==> src/rtl/bat_pkg.sv <==
// shared types and constants for the bcd alarm table and time formatter
package bat_pkg;

    localparam int HOUR_W = 6;
    localparam int MIN_W  = 7;
    localparam int FUNC_W = 2;
    localparam int SLOT_W = 2;
    localparam int MASK_W = 4;

    // operation codes carried in tuser
    localparam logic [FUNC_W-1:0] FUNC_OBSERVE = 2'd0;
    localparam logic [FUNC_W-1:0] FUNC_ALARM   = 2'd1;

    // bcd limits
    localparam logic [3:0]        DIGIT_LIMIT  = 4'hA;
    localparam logic [3:0]        DIGIT_FIX    = 4'h6;
    localparam logic [HOUR_W:0]   HOUR_MAX     = 7'h23;
    localparam logic [MIN_W:0]    MIN_MAX      = 8'h59;
    localparam logic [HOUR_W-1:0] HOUR_DAY     = 6'h24;
    localparam logic [HOUR_W-1:0] HOUR_NOON    = 6'h12;
    localparam logic [HOUR_W-1:0] HOUR_TWENTY  = 6'h20;
    localparam logic [HOUR_W-1:0] HOUR_TW_ONE  = 6'h21;
    localparam logic [HOUR_W-1:0] HOUR_EIGHTN  = 6'h18;
    localparam logic [MIN_W-1:0]  MIN_SHOW_MAX = 7'h59;

    typedef struct packed {
        logic [MIN_W-1:0]  minutes;
        logic [HOUR_W-1:0] hours;
    } bcd_time_t;

    typedef enum logic [1:0] {
        ST_IDLE,
        ST_SCAN,
        ST_ADJ
    } state_t;

endpackage

==> src/rtl/bat_alu.sv <==
// shared bcd unit: time compare and hour/minute step with fix-up and wrap
module bat_alu
(
    input  bat_pkg::bcd_time_t opnd_a,
    input  bat_pkg::bcd_time_t opnd_b,
    input  logic               hour_step,
    input  logic               minute_step,
    output logic               equal,
    output bat_pkg::bcd_time_t adjusted
);
    import bat_pkg::*;

    logic [HOUR_W:0] hour_sum;
    logic [HOUR_W:0] hour_fix;
    logic [MIN_W:0]  min_sum;
    logic [MIN_W:0]  min_fix;

    assign equal = (opnd_a == opnd_b);

    always_comb
    begin
        hour_sum = {1'b0, opnd_a.hours} + {{HOUR_W{1'b0}}, hour_step};
        min_sum  = {1'b0, opnd_a.minutes} + {{MIN_W{1'b0}}, minute_step};

        // low digit past nine carries into the tens digit
        if (hour_sum[3:0] >= DIGIT_LIMIT)
            hour_fix = hour_sum + {{(HOUR_W-3){1'b0}}, DIGIT_FIX};
        else
            hour_fix = hour_sum;
        if (min_sum[3:0] >= DIGIT_LIMIT)
            min_fix = min_sum + {{(MIN_W-3){1'b0}}, DIGIT_FIX};
        else
            min_fix = min_sum;

        // wrap past the end of the day or hour
        if (hour_fix > HOUR_MAX)
            adjusted.hours = '0;
        else
            adjusted.hours = hour_fix[HOUR_W-1:0];
        if (min_fix > MIN_MAX)
            adjusted.minutes = '0;
        else
            adjusted.minutes = min_fix[MIN_W-1:0];
    end

endmodule

==> src/rtl/bat_fmt.sv <==
// display formatter: 12-hour or 24-hour hours, minutes limited to bcd 59
module bat_fmt
(
    input  bat_pkg::bcd_time_t raw,
    input  logic               format_24_hour,
    output bat_pkg::bcd_time_t shown
);
    import bat_pkg::*;

    always_comb
    begin
        if (format_24_hour)
        begin
            if (raw.hours >= HOUR_DAY)
                shown.hours = '0;
            else
                shown.hours = raw.hours;
        end
        else
        begin
            if (raw.hours == '0)
                shown.hours = HOUR_NOON;
            else if (raw.hours == HOUR_TWENTY || raw.hours == HOUR_TW_ONE)
                shown.hours = raw.hours - HOUR_EIGHTN;
            else if (raw.hours > HOUR_NOON)
                shown.hours = raw.hours - HOUR_NOON;
            else
                shown.hours = raw.hours;
        end

        if (raw.minutes > MIN_SHOW_MAX)
            shown.minutes = '0;
        else
            shown.minutes = raw.minutes;
    end

endmodule

==> src/rtl/bcd_alarm_table_and_time_format.sv <==
// top level: bcd alarm table with edge-detected alarm match and time formatter
//
// The block holds ALARM_SLOTS bcd alarm times and the last clock reading.
// Each input transaction carries an operation in s_tuser: 0 presents a new
// clock reading (alarms equal to it fire, unless the reading is unchanged),
// 1 steps one alarm by hour_step/minute_step and returns it, 2 and 3 step the
// given time without touching state. Every result but that of func 1 on an
// out-of-range slot (all zero) carries the raw 24-hour time and its display
// form under the format_24_hour register (cfg port, reset value 0). Timing:
// the core is one shared compare/adjust unit under a small sequencer that
// takes one alarm per cycle. An observe transaction steps through the alarms
// with a fire_mask bit, an adjust transaction through the adjust state, and
// then the sequencer returns to idle. Results land in an output register, so
// the next transaction is taken while a result waits on m_tready; the
// sequencer stalls only if a second result is ready before the first was
// taken. Only alarms 0 to 3 have a fire_mask bit.
module bcd_alarm_table_and_time_format
#(
    parameter int ALARM_SLOTS = 4
)
(
    input  logic        clk,
    input  logic        rst_n,

    input  logic        s_tvalid,
    output logic        s_tready,
    // [5:0] time_hours, [12:6] time_minutes, [14:13] slot,
    // [15] hour_step, [16] minute_step, [23:17] zero
    input  logic [23:0] s_tdata,
    // [1:0] func
    input  logic [1:0]  s_tuser,

    output logic        m_tvalid,
    input  logic        m_tready,
    // [3:0] fire_mask, [9:4] raw_hours, [16:10] raw_minutes,
    // [22:17] shown_hours, [29:23] shown_minutes, [31:30] zero
    output logic [31:0] m_tdata,

    input  logic        cfg_valid,
    output logic        cfg_ready,
    input  logic [0:0]  cfg_data
);
    import bat_pkg::*;

    localparam int IDX_W  = (ALARM_SLOTS > 1) ? $clog2(ALARM_SLOTS) : 1;
    // only the first four alarms can report a hit
    localparam int SCAN_N = (ALARM_SLOTS < MASK_W) ? ALARM_SLOTS : MASK_W;
    localparam logic [IDX_W-1:0] SCAN_LAST = IDX_W'(SCAN_N - 1);

    // sequencer
    state_t            state_reg, state_next;
    logic [IDX_W-1:0]  cnt_reg, cnt_next;

    // captured transaction
    logic [FUNC_W-1:0] func_reg;
    bcd_time_t         time_reg;
    logic [SLOT_W-1:0] slot_reg;
    logic              hs_reg;
    logic              ms_reg;

    // block state
    logic [MASK_W-1:0] mask_reg, mask_next;
    bcd_time_t         prev_reg;
    bcd_time_t         alarm_reg [ALARM_SLOTS];
    logic              fmt24_reg;

    // output register
    logic              out_valid_reg, out_valid_next;
    logic [31:0]       out_data_reg;

    logic              in_accept;
    logic              out_free;
    logic              finishing;
    logic              out_load;
    logic              slot_ok;
    logic              moved;
    logic              alarm_we;
    logic [IDX_W-1:0]  alarm_idx;
    bcd_time_t         alarm_rd;
    bcd_time_t         alu_a;
    logic              alu_equal;
    bcd_time_t         alu_adj;
    logic [MASK_W-1:0] hit_bits;
    bcd_time_t         res_time;
    bcd_time_t         res_shown;
    logic [31:0]       res_data;

    assign in_accept = s_tvalid && s_tready;
    assign out_free  = !out_valid_reg || m_tready;
    assign cfg_ready = 1'b1;
    assign m_tvalid  = out_valid_reg;
    assign m_tdata   = out_data_reg;

    assign slot_ok  = (32'(slot_reg) < ALARM_SLOTS);
    assign moved    = (time_reg != prev_reg);

    // scan walks the table, adjust reads the addressed slot
    assign alarm_idx = (state_reg == ST_SCAN) ? cnt_reg : IDX_W'(slot_reg);
    assign alarm_rd  = (32'(alarm_idx) < ALARM_SLOTS) ? alarm_reg[alarm_idx] : '0;

    // observe compares alarm against reading; alarm func steps the alarm,
    // the other funcs step the given time
    assign alu_a = (state_reg == ST_SCAN || func_reg == FUNC_ALARM) ? alarm_rd : time_reg;

    bat_alu u_alu
    (
        .opnd_a      (alu_a),
        .opnd_b      (time_reg),
        .hour_step   (hs_reg),
        .minute_step (ms_reg),
        .equal       (alu_equal),
        .adjusted    (alu_adj)
    );

    assign hit_bits = (state_reg == ST_SCAN && alu_equal && moved)
                      ? (MASK_W'(1) << cnt_reg) : '0;
    assign mask_next = mask_reg | hit_bits;

    assign finishing = (state_reg == ST_SCAN && cnt_reg == SCAN_LAST) || state_reg == ST_ADJ;
    assign out_load  = finishing && out_free;
    assign alarm_we  = state_reg == ST_ADJ && func_reg == FUNC_ALARM && slot_ok && out_free;

    assign res_time = (func_reg == FUNC_OBSERVE) ? time_reg : alu_adj;

    bat_fmt u_fmt
    (
        .raw            (res_time),
        .format_24_hour (fmt24_reg),
        .shown          (res_shown)
    );

    // alarm func on an out-of-range slot gives an all-zero result
    always_comb
    begin
        if (func_reg == FUNC_ALARM && !slot_ok)
            res_data = '0;
        else if (func_reg == FUNC_OBSERVE)
            res_data = {2'b00, res_shown.minutes, res_shown.hours,
                        res_time.minutes, res_time.hours, mask_next};
        else
            res_data = {2'b00, res_shown.minutes, res_shown.hours,
                        res_time.minutes, res_time.hours, {MASK_W{1'b0}}};
    end

    // next state
    always_comb
    begin
        state_next = state_reg;
        unique case (state_reg)
            ST_IDLE:
            begin
                if (s_tvalid)
                begin
                    if (s_tuser == FUNC_OBSERVE)
                        state_next = ST_SCAN;
                    else
                        state_next = ST_ADJ;
                end
            end
            ST_SCAN:
            begin
                if (cnt_reg == SCAN_LAST && out_free)
                    state_next = ST_IDLE;
            end
            ST_ADJ:
            begin
                if (out_free)
                    state_next = ST_IDLE;
            end
            default: state_next = ST_IDLE;
        endcase
    end

    // sequencer outputs
    always_comb
    begin
        s_tready = 1'b0;
        cnt_next = cnt_reg;
        unique case (state_reg)
            ST_IDLE:
            begin
                s_tready = 1'b1;
                cnt_next = '0;
            end
            ST_SCAN:
            begin
                // hold on the last alarm until the output register frees up
                if (cnt_reg != SCAN_LAST)
                    cnt_next = cnt_reg + IDX_W'(1);
            end
            ST_ADJ:
            begin
                cnt_next = '0;
            end
            default:
            begin
                s_tready = 1'b0;
                cnt_next = '0;
            end
        endcase
    end

    // output register handshake
    always_comb
    begin
        if (out_load)
            out_valid_next = 1'b1;
        else if (m_tready)
            out_valid_next = 1'b0;
        else
            out_valid_next = out_valid_reg;
    end

    // control and block state
    always_ff @(posedge clk or negedge rst_n)
    begin
        if (!rst_n)
        begin
            state_reg     <= ST_IDLE;
            cnt_reg       <= '0;
            out_valid_reg <= 1'b0;
            mask_reg      <= '0;
            prev_reg      <= '0;
            fmt24_reg     <= 1'b0;
            for (int i = 0; i < ALARM_SLOTS; i++)
                alarm_reg[i] <= '0;
        end
        else
        begin
            state_reg     <= state_next;
            cnt_reg       <= cnt_next;
            out_valid_reg <= out_valid_next;

            if (in_accept)
                mask_reg <= '0;
            else if (state_reg == ST_SCAN)
                mask_reg <= mask_next;

            // reading becomes the previous time once the scan is done
            if (state_reg == ST_SCAN && out_load)
                prev_reg <= time_reg;

            if (cfg_valid && cfg_ready)
                fmt24_reg <= cfg_data[0];

            for (int i = 0; i < ALARM_SLOTS; i++)
            begin
                if (alarm_we && alarm_idx == IDX_W'(i))
                    alarm_reg[i] <= alu_adj;
            end
        end
    end

    // payload capture
    always_ff @(posedge clk)
    begin
        if (in_accept)
        begin
            func_reg         <= s_tuser;
            time_reg.hours   <= s_tdata[5:0];
            time_reg.minutes <= s_tdata[12:6];
            slot_reg         <= s_tdata[14:13];
            hs_reg           <= s_tdata[15];
            ms_reg           <= s_tdata[16];
        end
        if (out_load)
            out_data_reg <= res_data;
    end

endmodule
==> config.mk <==
export PLATFORM = sky130hd
export DESIGN_NAME = bcd_alarm_table_and_time_format
export DESIGN_NICKNAME = d
export VERILOG_FILES = /design/src/rtl/bat_pkg.sv /design/src/rtl/bat_alu.sv /design/src/rtl/bat_fmt.sv /design/src/rtl/bcd_alarm_table_and_time_format.sv
export SDC_FILE = /design/constraint.sdc
export NUM_CORES = 1
export LEC_CHECK = 0
export BUFFER_PORTS_ARGS = -buffer_cell sky130_fd_sc_hd__buf_2
export CORE_ASPECT_RATIO = 1.75
export CORE_MARGIN = 5
export CORE_UTILIZATION = 27
export CTS_BUF_LIST = sky130_fd_sc_hd__clkbuf_8
export DETAILED_ROUTE_END_ITERATION = 16
export GPL_ROUTABILITY_DRIVEN = 0
export PLACE_DENSITY_LB_ADDON = 0.08
export SLEW_MARGIN = 40
export SYNTH_ARGS = -nofsm -noshare
export SYNTH_HDL_FRONTEND = slang
export SYNTH_SLANG_ARGS = --single-unit
==> constraint.sdc <==
create_clock -name clk -period 7.25 [get_ports clk]
set_input_delay 1.45 -clock clk [delete_from_list [all_inputs] [get_ports clk]]
set_output_delay 1.45 -clock clk [all_outputs]
set_load 0.03 [all_outputs]
==> metrics.csv, run 1 <==
metric,value,unit
synth_async_sr_flop_share,0.6048,
ant_nets,0,
pwr-share-seq,0.254,
grt_pass1_wl,35750,µm
nFillCells,2841,
start_util,0.2734,
synth-xor-area-share,0.03031,
post-cts-setup-buffers,0,
comb_power_share,0.605,
finalSetupTns,0,ns
tightest_slew,0.8125,ns
cts_resized,0,
startpoint_type,register,
cp_common_cell,ha_1,
grt_setup_unrepaired,false,
ys_warn_count,0,
ir_drop,0.2467,mV
htree_num_levels,4,
layout_setup_ws,1.074,ns
clkPwrFrac,0.141,
fp.dieW,135.8,µm
fin_nets,821,
p_int,2.319,mW
die_height,230.1,µm
r2r_cells,22,
die_area,31230,µm²
netlist_instances,726,
dr.pass1.iters,5,
worstPathMaxFanout,10,
area_growth,14.65,%
fin_crit_sh,0.8518,
muxShareOfSynthArea,0.05944,
whs,0.4856,ns
synth_cell_type_count,104,
finClkSkew,0.01966,ns
drt-vias-per-instance,5.009,
pre_cts_slack,1.074,ns
netSwitchingPower,2.327,mW
cts_root_buf,clkbuf_8,
required,7.56,ns
cts_tree,yes,
status,completed,
synth_top_family_by_area,compound AO/OA/AOI/OAI gates,
antenna_found_initial,0,
netlist_area,7472,µm²
setup_violations,0,
path_cells,nand2b_4 > a31oi_1 > o221ai_1 > a31oi_1 > a21o_1 > ha_1 > ha_1 > inv_1 > a211oi_2 > xor2_1 > nand3_1 > a2111o_1 > nand2_2 > a221oi_1 > buf_4 > mux2i_1 > ha_1 > nand2b_1 > o2111ai_1 > o22ai_1 > a22oi_1 > o21ai_0,
synth_ff_type,dfrtp_1,
clk_pin_slew,0.09,ns
grt_pass1_vias,6038,
fin_util,0.3135,
drcViolationCount,0,
crit_path_start,state_reg[0],
portBuffers,56,
wire_per_inst,19.83,µm
seq_area,3348,µm²
yosysSeqAreaShare,0.4481,
n_antenna_cell,0,
maxCapViolations,0,
slowest_delay,0.62,ns
crit_buf_inv,2,
synth.avg_cell_area,10.29,µm²
netSwitchingFraction,0.5008,
synth-simple-area-share,0.1576,
place_inst,1124,
coreArea,27330,µm²
ios,67,
slew_headroom,0.4537,
synth-edff-count,49,
crit_family,compound AO/OA/AOI/OAI gates,
vias,5795,
clockBufferDepth,2,
drtIter0Drc,355,
rows,80,
drive_gt1_frac,0.2424,
synthAdderAreaFrac,0.02344,
cts_hold_buf,0,
grt_max_degree,76,
final-hold-violation-count,0,
synth_compound_area_frac,0.2333,
cts-buffers-inserted,17,
layout_min_cycle_time,6.176,ns
grtUsageTotal,0.1521,
cp-endpoint,m_tdata[22],
grt_overflow_total,0,
clkLatencyLatePin,0.48,ns
powerDensity,542.3,nW/µm²
mostFrequentLayoutCells,"nand2_1 (92), dfrtp_1 (75), buf_2 (55)",
drt-total-wl,22940,µm
cp-end-kind,register,
crit_cells,22,
slew_violations,0,
instances_no_fill,1157,
path_class,reg -> reg,
cts_num_sinks,124,
worst-r2r-setup-slack,1.07,ns
ys_ff_latch,124,
final_common_cell,nand2_1,
hpwl,17200,µm
r2r-end,m_tdata[22],
cellLeakagePower,3.530,nW
multi_input_comb_area,3801,µm²
hold_path_class,reg -> reg,
slowest_stage,a31oi_1,
fmax,161.9,MHz
reg2reg_from,state_reg[0],
cp_data_arrival_time,6.48,ns
largest_reg_flops,52,
cell usage after synthesis (all sizes together) (14+ instances only):
cell type / instances / area share
nand2: 94 / 0.049
dfrtp: 75 / 0.25
o21ai: 55 / 0.039
edfxtp: 49 / 0.20
nor2: 43 / 0.024
inv: 32 / 0.016
a21oi: 29 / 0.020
mux2: 28 / 0.042
clkbuf: 22 / 0.011
nor3: 18 / 0.012
buf: 16 / 0.020
a31oi: 15 / 0.021
a211oi: 14 / 0.017
ha: 14 / 0.023
o22ai: 14 / 0.013
worst register-to-register path, stage by stage, from the launching register on:
cell and delay, ns:
dfrtp_1 0.58, nand2b_4 0.21, a31oi_1 0.62, o221ai_1 0.25, a31oi_1 0.34, a21o_1 0.16
ha_1 0.20, ha_1 0.36, inv_1 0.15, a211oi_2 0.29, xor2_1 0.18, nand3_1 0.10
a2111o_1 0.53, nand2_2 0.24, a221oi_1 0.13, buf_4 0.19, mux2i_1 0.44, ha_1 0.30
nand2b_1 0.16, o2111ai_1 0.13, o22ai_1 0.17, a22oi_1 0.11, o21ai_0 0.16
layer usage:
layer | up-vias | GRT usage | share of wire
met5 | - | 0 | 0
met4 | 0 | 0.05170 | 0.018
met3 | 21 | 0.02931 | 0.037
met2 | 130 | 0.2829 | 0.55
met1 | 2854 | 0.1705 | 0.40
li1 | 2790 | - | -
metrics by stage:
step,instance area (µm²),total power [mW]
finish,8567,4.646
floorplan,7476,3.194
global route,8567,4.993
detailed placement,8120,4.019
global placement,8058,3.959
CTS,8539,4.697
logic make-up (layout without fill, tap and decap cells):
group | Yosys count | count (layout)
other cells | 2 | 3
flops | 124 | 124
mux | 38 | 38
buf+inv | 70 | 131
xor+xnor | 25 | 25
simple gates | 233 | 233
fa+ha+maj | 14 | 14
compound gates | 220 | 220
worst min path at each step:
stage / start / end / slack [ns] / cells past startpoint
2_1_floorplan: alarm_reg[14] / alarm_reg[14] / 0.45 / 2
3_3_place_gp: alarm_reg[50] / alarm_reg[50] / 0.46 / 2
3_5_place_dp: mask_reg[0] / mask_reg[0] / 0.47 / 2
4_1_cts: mask_reg[0] / mask_reg[0] / 0.49 / 2
5_1_grt: alarm_reg[37] / alarm_reg[37] / 0.51 / 2
6_report: mask_reg[0] / mask_reg[0] / 0.49 / 2
power groups by stage:
stage	logic (mW)	clock network, mW	registers, mW
after floorplan	1.93	0	1.26
after global placement	2.76	0	1.19
after detailed placement	2.82	0	1.20
after CTS	2.83	0.678	1.19
after global routing	3.07	0.707	1.21
final	2.81	0.656	1.18
cell type report:
cell class | count | area share
clock buffer | 17 | 0.02731
clock inverter | 15 | 0.02162
inverter | 32 | 0.01402
multi-input combinational | 533 | 0.4437
sequential | 124 | 0.3908
tap | 369 | 0.05389
timing repair buffer | 67 | 0.04863
No activity file was read; power rests on OpenSTA's default activity.
==> inputs of run 2 (changes only) <==
--- a/config.mk
+++ b/config.mk
@@ -5,6 +5,7 @@
 export SDC_FILE = /design/constraint.sdc
 export NUM_CORES = 1
 export LEC_CHECK = 0
+export ABC_AREA = 1
 export BUFFER_PORTS_ARGS = -buffer_cell sky130_fd_sc_hd__buf_2
 export CORE_ASPECT_RATIO = 1.75
 export CORE_MARGIN = 5
@@ -13,7 +14,7 @@
 export DETAILED_ROUTE_END_ITERATION = 16
 export GPL_ROUTABILITY_DRIVEN = 0
 export PLACE_DENSITY_LB_ADDON = 0.08
-export SLEW_MARGIN = 40
+export SLEW_MARGIN = 20
 export SYNTH_ARGS = -nofsm -noshare
 export SYNTH_HDL_FRONTEND = slang
 export SYNTH_SLANG_ARGS = --single-unit
==> metrics.csv, run 2 <==
metric,value,unit
status,completed,
netlist_area,6783,µm²
wire_per_inst,16.03,µm
die_height,219.7,µm
start_util,0.2743,
fin_nets,892,
drtIter0Drc,289,
grt_pass1_wl,29890,µm
cts_num_sinks,124,
slowest_stage,dfrtp_1,
grtUsageTotal,0.1404,
cts_tree,yes,
cts_hold_buf,0,
grt_pass1_vias,5446,
antenna_found_initial,0,
netlist_instances,785,
use_met1,0.1598,
slew_violations,0,
cts_resized,0,
cp_data_arrival_time,5.42,ns
n_antenna_cell,0,
ant_nets,0,
synth-edff-count,49,
layout_min_cycle_time,5.194,ns
dr.pass1.iters,5,
synth_top_area_frac,0.2767,
synthMostInstantiatedCell,nand2_1,
largest_reg_flops,52,
clk_pin_slew,0.07,ns
cts-buffers-inserted,17,
ys_warn_count,0,
crit_family,simple AND/OR/NAND/NOR gates,
grt_util_met3,0.02159,
tightest_slew,0.9468,ns
vias,5348,
fin_crit_sh,0.7164,
clkLatencyLatePin,0.46,ns
slowest_delay,0.47,ns
cp_common_cell,nand2_1,
final_common_cell,nand2_1,
multi_input_comb_area,2978,µm²
gr-usage-met2,0.2482,
fmax,192.5,MHz
drt-total-wl,18770,µm
startpoint_type,register,
ios,67,
yosysSeqAreaShare,0.4936,
synth_area_leader_cell,dfrtp_1,
hold_path_class,reg -> reg,
setup_violations,0,
cts_root_buf,clkbuf_8,
seq_area,3348,µm²
finalSetupTns,0,ns
fp.dieW,129.8,µm
synth_cell_type_count,47,
maxCapViolations,0,
slew_headroom,0.3681,
nFillCells,2650,
synth_async_sr_flop_share,0.6048,
portBuffers,56,
crit_buf_inv,4,
drcViolationCount,0,
drive_gt1_frac,0.1816,
grt_setup_unrepaired,false,
die_area,28520,µm²
synth.avg_cell_area,8.640,µm²
yosys-top-cells-area,"dfrtp_1 (28%), edfxtp_1 (22%), nand2_1 (11%), o21ai_0 (5.7%), inv_1 (5.0%)",
mostFrequentLayoutCells,"nand2_1 (199), inv_1 (97), o21ai_0 (77)",
clockBufferDepth,2,
path_class,reg -> reg,
rows,76,
synth_ff_type,dfrtp_1,
ys_ff_latch,124,
area_growth,14.30,%
grt_busiest_layer,met2,
coreArea,24720,µm²
worstPathMaxFanout,19,
synthTopCellsByCount,"nand2_1 (199), inv_1 (91), o21ai_0 (77)",
final-hold-violation-count,0,
hpwl,13970,µm
required,7.47,ns
grt_max_degree,58,
cp-end-kind,register,
post-cts-setup-buffers,0,
finClkSkew,0.01026,ns
grt_overflow_total,0,
htree_num_levels,4,
drt-vias-per-instance,4.567,
run 2: logic make-up (layout without fill, tap and decap cells):
kind of cell	count (synthesis)	after routing	synth area share
simple gates	382	382	0.2717
flops	124	124	0.4936
compound gates	121	121	0.1077
buf+inv	119	192	0.06955
xor+xnor	21	21	0.02712
fa+ha+maj	14	14	0.02583
other cells	2	3	0.001107
mux	2	2	0.003320
run 2: worst register-to-register path, delay by kind of cell, from the launching register on:
family	cells	cell delay (ns)
flops	1	0.47
simple gates	21	2.79
buf+inv	4	0.61
compound gates	1	0.16
fa+ha+maj	4	0.92
run 2: layer usage:
metal  share of wire  vias to the layer above
met3           0.033                       29
met2            0.53                      105
met4           0.034                        0
met5               0                        -
li1                -                     2680
met1            0.41                     2534
run 2: layout make-up:
| type | count | area share |
|---|---|---|
| Tap cell | 312 | 0.05035 |
| Timing Repair Buffer | 59 | 0.04196 |
| Clock buffer | 17 | 0.03018 |
| Sequential cell | 124 | 0.4319 |
| Multi-Input combinational cell | 543 | 0.3841 |
| Clock inverter | 15 | 0.01227 |
| Inverter | 101 | 0.04923 |
run 2: path summary, 6_finish.rpt:
kind	start	end	slack, ns	depth (start not counted)
worst max register to register	state_reg[0]	m_tdata[18]	2.06	30
min in group asynchronous	rst_n	alarm_reg[3]	0.86	1
worst min register to register	alarm_reg[6]	alarm_reg[6]	0.49	2
worst max-delay path	state_reg[0]	m_tdata[18]	2.06	30
max in group asynchronous	rst_n	alarm_reg[23]	5.34	2
worst min-delay path	alarm_reg[6]	alarm_reg[6]	0.49	2
run 2: stage by stage:
step	hold WS, ns	cells	utilization	setup slack, ns	area, µm²
after floorplan	0.4444	786	-	2.932	6787
after global placement	0.4657	1138	0.2991	2.101	7396
after detailed placement	0.4712	1138	0.2991	2.042	7396
after CTS	0.4918	1170	0.3124	2.038	7725
after global routing	0.5031	1171	0.3136	1.642	7752
final	0.4893	1171	0.3136	2.056	7752
Power of run 2 is left out: the tool's default activity adds up to more than one toggle a clock period on the data nets, which glitch-free logic cannot reach.
